**config.mk**
```make
export PLATFORM = sky130hd
export DESIGN_NAME = page_table_walker_4k
export DESIGN_NICKNAME = d
export VERILOG_FILES = /design/src/rtl/ptw_pkg.sv /design/src/rtl/ptw_cfg.sv /design/src/rtl/ptw_step.sv /design/src/rtl/page_table_walker_4k.sv
export SDC_FILE = /design/constraint.sdc
export NUM_CORES = 1
export LEC_CHECK = 0
export BUFFER_PORTS_ARGS = -buffer_cell sky130_fd_sc_hd__buf_4
export CORE_MARGIN = 2
export CORE_UTILIZATION = 45
export CTS_CLUSTER_SIZE = 30
export DETAILED_ROUTE_END_ITERATION = 8
export GPL_ROUTABILITY_DRIVEN = 0
export MAX_ROUTING_LAYER = met4
export PLACE_DENSITY = 0.7
export SYNTH_ARGS = -nofsm -noshare
export SYNTH_HDL_FRONTEND = slang
export SYNTH_HIERARCHICAL = 1
export SYNTH_SLANG_ARGS = --single-unit
```
**constraint.sdc**
```tcl
create_clock -name i_clk -period 15.9 [get_ports i_clk]
set_input_delay 1.59 -clock i_clk [delete_from_list [all_inputs] [get_ports i_clk]]
set_output_delay 1.59 -clock i_clk [all_outputs]
set_load 0.005 [all_outputs]
```
**src/rtl/ptw_pkg.sv**
```systemverilog
package ptw_pkg;

    localparam int VA_W   = 64;
    localparam int PA_W   = 48;
    localparam int SF_W   = 6;
    localparam int IDX_W  = 3;
    localparam int DATA_W = 48;

    localparam logic [1:0] KIND_READ  = 2'd0;
    localparam logic [1:0] KIND_DONE  = 2'd1;
    localparam logic [1:0] KIND_FAULT = 2'd2;

    localparam logic [IDX_W-1:0] CFG_TEN   = 3'd0;
    localparam logic [IDX_W-1:0] CFG_LO_SF = 3'd1;
    localparam logic [IDX_W-1:0] CFG_HI_SF = 3'd2;
    localparam logic [IDX_W-1:0] CFG_MAX   = 3'd3;
    localparam logic [IDX_W-1:0] CFG_LO_TB = 3'd4;
    localparam logic [IDX_W-1:0] CFG_HI_TB = 3'd5;

    localparam logic [1:0] LVL_0 = 2'd0;
    localparam logic [1:0] LVL_1 = 2'd1;
    localparam logic [1:0] LVL_2 = 2'd2;
    localparam logic [1:0] LVL_3 = 2'd3;

    typedef struct packed {
        logic            ten;
        logic [SF_W-1:0] lo_sf;
        logic [SF_W-1:0] hi_sf;
        logic [SF_W-1:0] max_sz;
        logic [PA_W-1:0] lo_tb;
        logic [PA_W-1:0] hi_tb;
    } t_cfg;

    typedef struct packed {
        logic            vld;
        logic [1:0]      kind;
        logic [VA_W-1:0] addr;
        logic [1:0]      level;
    } t_res;

endpackage

```
**src/rtl/ptw_cfg.sv**
```systemverilog
module ptw_cfg (
    input  logic                       i_clk,
    input  logic                       i_rst_n,
    input  logic                       i_wr,
    input  logic [ptw_pkg::IDX_W-1:0]  i_index,
    input  logic [ptw_pkg::DATA_W-1:0] i_data,
    output ptw_pkg::t_cfg              o_cfg
);
    import ptw_pkg::*;

    t_cfg r_cfg;

    always_ff @(posedge i_clk) begin
        if (!i_rst_n) begin
            r_cfg.ten    <= 1'b0;
            r_cfg.lo_sf  <= SF_W'(16);
            r_cfg.hi_sf  <= SF_W'(16);
            r_cfg.max_sz <= SF_W'(48);
            r_cfg.lo_tb  <= '0;
            r_cfg.hi_tb  <= '0;
        end else if (i_wr) begin
            case (i_index)
                CFG_TEN:   r_cfg.ten    <= i_data[0];
                CFG_LO_SF: r_cfg.lo_sf  <= i_data[SF_W-1:0];
                CFG_HI_SF: r_cfg.hi_sf  <= i_data[SF_W-1:0];
                CFG_MAX:   r_cfg.max_sz <= i_data[SF_W-1:0];
                CFG_LO_TB: r_cfg.lo_tb  <= i_data[PA_W-1:0];
                CFG_HI_TB: r_cfg.hi_tb  <= i_data[PA_W-1:0];
                default: ;
            endcase
        end
    end

    assign o_cfg = r_cfg;

endmodule

```
**src/rtl/ptw_step.sv**
```systemverilog
module ptw_step (
    input  logic                     i_clk,
    input  logic                     i_rst_n,
    input  logic                     i_fire,
    input  logic                     i_op,
    input  logic [ptw_pkg::VA_W-1:0] i_va,
    input  logic [ptw_pkg::VA_W-1:0] i_desc,
    input  ptw_pkg::t_cfg            i_cfg,
    output ptw_pkg::t_res            o_res
);
    import ptw_pkg::*;

    logic            r_busy;
    logic [1:0]      r_level;
    logic [PA_W-1:0] r_sva;
    logic            n_busy;
    logic [1:0]      n_level;
    logic [PA_W-1:0] n_sva;

    logic            upper;
    logic [SF_W-1:0] sf;
    logic [SF_W:0]   size_raw;
    logic [SF_W:0]   size;
    logic [1:0]      start_lvl;
    logic            too_small;
    logic [PA_W-1:0] rd_base;
    logic [1:0]      rd_lvl;
    logic [PA_W-1:0] rd_va;
    logic [8:0]      idx;
    logic [PA_W-1:0] rd_addr;
    logic [PA_W-1:0] pa;
    t_res            res;

    assign upper    = i_va[VA_W-1];
    assign sf       = upper ? i_cfg.hi_sf : i_cfg.lo_sf;
    assign size_raw = (SF_W+1)'(64) - {1'b0, sf};
    assign size     = (size_raw > {1'b0, i_cfg.max_sz}) ? {1'b0, i_cfg.max_sz} : size_raw;

    always_comb begin
        too_small = 1'b0;
        start_lvl = LVL_0;
        if (size >= (SF_W+1)'(39))      start_lvl = LVL_0;
        else if (size >= (SF_W+1)'(30)) start_lvl = LVL_1;
        else if (size >= (SF_W+1)'(21)) start_lvl = LVL_2;
        else if (size >= (SF_W+1)'(12)) start_lvl = LVL_3;
        else                            too_small = 1'b1;
    end

    // descriptor read address for either a new walk or the next level
    always_comb begin
        if (i_op) begin
            rd_base = {i_desc[PA_W-1:12], 12'b0};
            rd_lvl  = r_level + 2'd1;
            rd_va   = r_sva;
        end else begin
            rd_base = upper ? i_cfg.hi_tb : i_cfg.lo_tb;
            rd_lvl  = start_lvl;
            rd_va   = i_va[PA_W-1:0];
        end
        case (rd_lvl)
            LVL_0:   idx = rd_va[47:39];
            LVL_1:   idx = rd_va[38:30];
            LVL_2:   idx = rd_va[29:21];
            LVL_3:   idx = rd_va[20:12];
            default: idx = rd_va[47:39];
        endcase
        rd_addr = rd_base + {36'b0, idx, 3'b000};
    end

    always_comb begin
        case (r_level)
            LVL_1:   pa = {i_desc[47:30], r_sva[29:0]};
            LVL_2:   pa = {i_desc[47:21], r_sva[20:0]};
            LVL_3:   pa = {i_desc[47:12], r_sva[11:0]};
            default: pa = '0;
        endcase
    end

    always_comb begin
        n_busy    = r_busy;
        n_level   = r_level;
        n_sva     = r_sva;
        res.vld   = 1'b0;
        res.kind  = KIND_FAULT;
        res.addr  = '0;
        res.level = LVL_0;
        if (!i_op) begin
            res.vld = 1'b1;
            n_busy  = 1'b0;
            if (!i_cfg.ten) begin
                res.kind = KIND_DONE;
                res.addr = i_va;
            end else if (!too_small) begin
                n_busy    = 1'b1;
                n_level   = start_lvl;
                n_sva     = i_va[PA_W-1:0];
                res.kind  = KIND_READ;
                res.addr  = {16'b0, rd_addr};
                res.level = start_lvl;
            end
        end else if (r_busy) begin
            res.vld   = 1'b1;
            res.level = r_level;
            if (!i_desc[0]) begin
                n_busy = 1'b0;
            end else if (r_level != LVL_3 && i_desc[1]) begin
                n_level   = rd_lvl;
                res.kind  = KIND_READ;
                res.addr  = {16'b0, rd_addr};
                res.level = rd_lvl;
            end else begin
                n_busy = 1'b0;
                if (r_level != LVL_0) begin
                    res.kind = KIND_DONE;
                    res.addr = {16'b0, pa};
                end
            end
        end
    end

    always_ff @(posedge i_clk) begin
        if (!i_rst_n) begin
            r_busy  <= 1'b0;
            r_level <= LVL_0;
            r_sva   <= '0;
        end else if (i_fire) begin
            r_busy  <= n_busy;
            r_level <= n_level;
            r_sva   <= n_sva;
        end
    end

    assign o_res = res;

endmodule

```
**src/rtl/page_table_walker_4k.sv**
```systemverilog
// channel  | direction | handshake                | payload
// in       | in        | i_in_valid / o_in_stall  | i_op, i_virtual_address, i_descriptor
// out      | out       | o_out_valid / i_out_stall| o_kind, o_address_out, o_walk_level
// cfg      | in        | i_cfg_valid / o_cfg_ready| i_cfg_index, i_cfg_data
//
// One item per cycle while the result is not stalled; an accepted item goes to the
// input register, then through decode and address add into the result register.
// Descriptors arriving with no walk in progress give no result item.
// Synchronous active-low reset clears valids and walk state and sets config defaults.
// A stalled result holds the pipe; the input register keeps one item.
module page_table_walker_4k (
    input  logic                       i_clk,
    input  logic                       i_rst_n,
    input  logic                       i_in_valid,
    output logic                       o_in_stall,
    input  logic                       i_op,
    input  logic [ptw_pkg::VA_W-1:0]   i_virtual_address,
    input  logic [ptw_pkg::VA_W-1:0]   i_descriptor,
    output logic                       o_out_valid,
    input  logic                       i_out_stall,
    output logic [1:0]                 o_kind,
    output logic [ptw_pkg::VA_W-1:0]   o_address_out,
    output logic [1:0]                 o_walk_level,
    input  logic                       i_cfg_valid,
    output logic                       o_cfg_ready,
    input  logic [ptw_pkg::IDX_W-1:0]  i_cfg_index,
    input  logic [ptw_pkg::DATA_W-1:0] i_cfg_data
);
    import ptw_pkg::*;

    logic            r_in_valid;
    logic            r_op;
    logic [VA_W-1:0] r_va;
    logic [VA_W-1:0] r_desc;
    logic            r_out_valid;
    logic [1:0]      r_kind;
    logic [VA_W-1:0] r_addr;
    logic [1:0]      r_level;
    logic            advance;
    logic            in_load;
    t_cfg            cfg;
    t_res            res;

    assign advance    = !r_out_valid || !i_out_stall;
    assign in_load    = !r_in_valid || advance;
    assign o_in_stall = !in_load;
    assign o_cfg_ready = 1'b1;

    ptw_cfg u_cfg (
        .i_clk   (i_clk),
        .i_rst_n (i_rst_n),
        .i_wr    (i_cfg_valid && o_cfg_ready),
        .i_index (i_cfg_index),
        .i_data  (i_cfg_data),
        .o_cfg   (cfg)
    );

    ptw_step u_step (
        .i_clk   (i_clk),
        .i_rst_n (i_rst_n),
        .i_fire  (r_in_valid && advance),
        .i_op    (r_op),
        .i_va    (r_va),
        .i_desc  (r_desc),
        .i_cfg   (cfg),
        .o_res   (res)
    );

    always_ff @(posedge i_clk) begin
        if (!i_rst_n) begin
            r_in_valid <= 1'b0;
        end else if (in_load) begin
            r_in_valid <= i_in_valid;
        end
    end

    always_ff @(posedge i_clk) begin
        if (in_load && i_in_valid) begin
            r_op   <= i_op;
            r_va   <= i_virtual_address;
            r_desc <= i_descriptor;
        end
    end

    always_ff @(posedge i_clk) begin
        if (!i_rst_n) begin
            r_out_valid <= 1'b0;
        end else if (advance) begin
            r_out_valid <= r_in_valid && res.vld;
        end
    end

    always_ff @(posedge i_clk) begin
        if (advance && r_in_valid && res.vld) begin
            r_kind  <= res.kind;
            r_addr  <= res.addr;
            r_level <= res.level;
        end
    end

    assign o_out_valid   = r_out_valid;
    assign o_kind        = r_kind;
    assign o_address_out = r_addr;
    assign o_walk_level  = r_level;

endmodule

```
=== Yosys cells after proc, flatten, opt, wreduce, memory -nomap -nowiden ===
Index checks and enable logic that the tools add are counted.

* Input port bits: 185
* Output and inout bits: 71
* Word-level logic and storage cells: 101
* Flip-flop bits (word level): 349

* Mux-type cells: 36
* $lt $le $gt $ge: 5
* $add $sub $neg: 3
* Bitwise logic cells: 2
* Reductions and logical operators: 23
* Eq/ne operators: 15

{| class="wikitable"
|+ Operator list
! operator !! count
|-
| two-way mux 66 bit || 3
|-
| two-way mux 48 bit || 3
|-
| case mux 48 bit (3 select lines) || 1
|-
| two-way mux 69 bit || 2
|-
| two-way mux 68 bit || 2
|-
| adder 48 x 12 -> 48 bit || 1
|-
| case mux 9 bit (4 select lines) || 1
|-
| two-way mux 2 bit || 12
|-
| >= comparator 7 x 5 -> 1 bit (second input constant) || 2
|-
| AND reduction 2 bit || 6
|-
| two-way mux 1 bit || 10
|-
| equality test 2 bit (second input constant) || 4
|-
| >= comparator 7 x 4 -> 1 bit (second input constant) || 1
|-
| >= comparator 7 x 6 -> 1 bit (second input constant) || 1
|-
| > comparator 7 x 6 -> 1 bit || 1
|-
| two-way mux 7 bit || 1
|-
| subtractor 7 x 6 -> 7 bit (first input constant) || 1
|-
| equality test 3 x 2 -> 1 bit (second input constant) || 2
|-
| equality test 3 bit (second input constant) || 2
|-
| two-way mux 6 bit || 1
|-
| logical AND 1 bit || 5
|-
| AND reduction 5 bit || 1
|-
| equality test 2 x 1 -> 1 bit (second input constant) || 2
|-
| zero test 1 bit || 4
|-
| other kinds (10) || 15
|}

=== Logic depth before layout (Yosys ltp) ===
* Depth after elaboration: 18
* Mapped depth: 32
* Depth with buffers taken out: 25

=== Modules after synthesis ===
Netlist, hierarchy kept.

{| class="wikitable"
|+ By module, submodules not included
! module !! area each (µm²) !! instances !! cells an instance !! sequential area each (µm²)
|-
| ptw_step || 6,543.8 || 1 || 851 || 1,021.0
|-
| page_table_walker_4k || 6,018.3 || 1 || 209 || 5,955.7
|-
| ptw_cfg || 4,301.6 || 1 || 432 || 2,302.2
|}

=== Worst setup path after synthesis ===
OpenSTA, ideal clock, no wires.

* Path kind: input port to flip-flop
* Start point: input i_out_stall
* End point: register r_desc[0] (enable)
* Arrival time: 7,458 ps
* Setup slack: 7,809 ps
* Required time: 15,267 ps
* Stages: 2
* Library setup time: 633 ps
* Buffers on the path: 0
* Cell sequence: and3_4 nor2b_1

* Word-level cells in the longest chain between the ends: 4

{| class="wikitable"
|+ RTL lines
! what !! RTL line !! text
|-
| start, declared || page_table_walker_4k.sv:20 || <nowiki>input logic i_out_stall,</nowiki>
|-
| zero test 1 bit || page_table_walker_4k.sv:44 || <nowiki>assign advance = !r_out_valid || !i_out_stall;</nowiki>
|-
| logical OR 1 bit || page_table_walker_4k.sv:44 ||
|-
| logical OR 1 bit || page_table_walker_4k.sv:45 || <nowiki>assign in_load = !r_in_valid || advance;</nowiki>
|-
| logical AND 1 bit || page_table_walker_4k.sv:78 || <nowiki>if (in_load && i_in_valid) begin</nowiki>
|-
| end signal, assigned || page_table_walker_4k.sv:81 || <nowiki>r_desc <= i_descriptor;</nowiki>
|-
| end, declared || page_table_walker_4k.sv:34 || <nowiki>logic [VA_W-1:0] r_desc;</nowiki>
|}

Every way passes these cells.
A chain may end at the register's enable or synchronous reset.

==> results.txt <==
- After clock tree synthesis, the clock-pin slew on the worst setup and hold paths is 0.06 ns.
* # fillers: 3167
- The tightest hold path in the finished design has a slack of 0.451 ns.
- IO Port Bufs: 228
* Status: completed
* Floorplan core area: 35400 um2
* Layout cell share with drive strength beyond 1: 21.3%
- DR DRC count: 0
- Post-CTS repair changed the size of 0 cells.
- Dividing the detail-routed via count by the number of cells gives 5.49.
* Max-slew violation count: 0
- Total setup violations reported at the end of the flow: 0
- Buffers inserted to repair hold after CTS numbered 0.
- The library cell used most frequently in the layout, excluding fill and tap cells, is buf_4.
- Counting buffers and inverters, the worst setup path is 26 cells deep.
- # H-tree levels: 2
- Initial antenna violation count: 2
* Overall die width: 193 um
- Clock skew: 0.0191 ns
- The later pin in the worst-skew pair is clocked with a latency of 0.53 ns.
- Fin cells: 2146
* Arrival time of data at the critical path endpoint: 7.68 ns
- The worst setup path is of the reg2reg kind.
- Setup TNS Final: 0 ns
- Counting along the longest clock path gives a buffer depth of 3.
- The floorplan step set the die height to 193 um.
- Largest driver fanout on the critical path: 58
- IR analysis of the VDD net gives a maximum drop of 90.4 uV.
- Once placement completed, the tool counted placed cells totaling 2076.
* Initial Utilization: 45.4%
- Slack of the worst reg-to-reg path: 8.44 ns
- For this run, the slowest stage of the critical path takes 0.73 ns.
* Avg Inst Size Synth: 11.0 um2
- The worst setup path is launched from a flip-flop.
- The worst hold path belongs to the class reg2reg.
* Detailed-route via count: 11780
* Hold depth: 2
- Detailed-router iteration count before antenna repair: 7
- The design draws 2.05 mW.
- Headroom to the max-slew limit came out at 15.3%.
- Entering global routing, the biggest net connects 116 pins.
- For this run, the total global-route usage over all layers was measured as 23.5%.
- Total congestion overflow after global routing: 0
- Counting stages on the worst path, the most repeated cell is ha_1.
- First-pass GRT wire length: 65.0 mm
* Std cell rows: 69
* Layout overhead on the synthesized area: 19.7%
* Final period utilization: 46.9%
* Detailed-placement wirelength estimate: 29.7 mm
* Count of antenna-violating nets left after detailed routing: 0
- Reg2reg path depth: 26
* Post-synthesis cell area: 16100 um2
* Routed len/inst: 20.1 um
* Number of DRC violations after detailed-routing iteration 0: 794
- Tmin final: 7.46 ns
- Worst slew pin tran: 1.26 ns
- Clock net sink count: 339
- TritonCTS clock tree: yes
- Synthesis produced a netlist with a net count of 1672.
- Across the run, the number of max-cap violations was 0.
- The routed design has 43.0 mm of wire.
- The final layout contains 1861 nets.
* Power per cell area: 107 nW/um2
* Instance count of the mapped netlist: 1466
* Number of global-route vias before repair: 11548
- CP max stage cell: buf_4
- Worst path top cell family by delay: compound AO/OA/AOI/OAI gates
- Synth Warn #: 6
* Number of buffers created by CTS: 38
- Element type at the critical path end: flip-flop
* RSZ-0062 raised after global routing: no
- Endpoints failing hold: 0
- Highest attainable clock frequency: 134 MHz
* Cell at the root of the clock tree: clkbuf_16
* Setup Fix Bufs, Post-CTS: 0
- Leaving out fill and tap cells, the most frequent cells in the layout are buf_4 (243), nand2_1 (235), mux2i_1 (223).
- For this design the static power due to leakage is 7.50 nW.
- At the worst endpoint, the required time is 16.13 ns.
* Top-level port count: 256
- The number of buffers and inverters on the critical path is 3.
- Die Area: 37300 um2
## per-stage QoR
step,setup WS [ns],util [%],instance area (um2)
3_3_place_gp,8.67,50.9,18000
3_5_place_dp,8.59,50.9,18000
2_1_floorplan,9.00,-,16100
5_1_grt,7.87,54.4,19200
4_1_cts,8.53,54.4,19200
6_report,8.44,54.4,19200
## where the power goes
part | switching [mW] | leakage [nW] | internal (mW)
Clock | 0.343 | 0.603 | 0.514
Combinational | 0.120 | 3.91 | 0.0972
Sequential | 0.0223 | 2.99 | 0.956
## area by class of cell
cell class	instances	area (um2)	share of cell area, %
antenna	2	5.00	0.0260
timing repair buffer	244	1840	9.54
inverter	29	109	0.565
clock inverter	15	153	0.793
tap	461	577	3.00
sequential	339	8500	44.1
multi-input combinational	1003	7010	36.4
clock buffer	53	1060	5.50
## state kept, by name (all words and copies together), names as in the netlist, 2 cells and up
name and flops:
o_address_out 64, u_step/r_sva 48, u_cfg/o_cfg 115, r_va 64, r_desc 38, o_walk_level 2, u_step/r_level 2, o_kind 2
## worst min-delay path, stage by stage, from the launching register on
cell     delay [ns]
dfxtp_1        0.30
nand2_1        0.05
mux2i_1        0.05
## worst paths after layout
check                                from                            to
max                    r_va[63]$_DFFE_PP_   o_address_out[29]$_DFFE_PP_
min          u_cfg/o_cfg[86]$_SDFFE_PN0P_  u_cfg/o_cfg[86]$_SDFFE_PN0P_
max reg2reg            r_va[63]$_DFFE_PP_   o_address_out[29]$_DFFE_PP_
min reg2reg  u_cfg/o_cfg[86]$_SDFFE_PN0P_  u_cfg/o_cfg[86]$_SDFFE_PN0P_
## metal layers
layer | part of all wire [%] | wire length (um) | vias up | global-route usage [%]
li1 | - | - | 5633 | -
met1 | 42 | 18200 | 5642 | 30.3
met2 | 47 | 20300 | 437 | 36.9
met3 | 7.3 | 3140 | 68 | 4.65
met4 | 3.3 | 1410 | 0 | 8.30
met5 | 0 | 0 | - | -
Power figures use the tool's default switching activity.
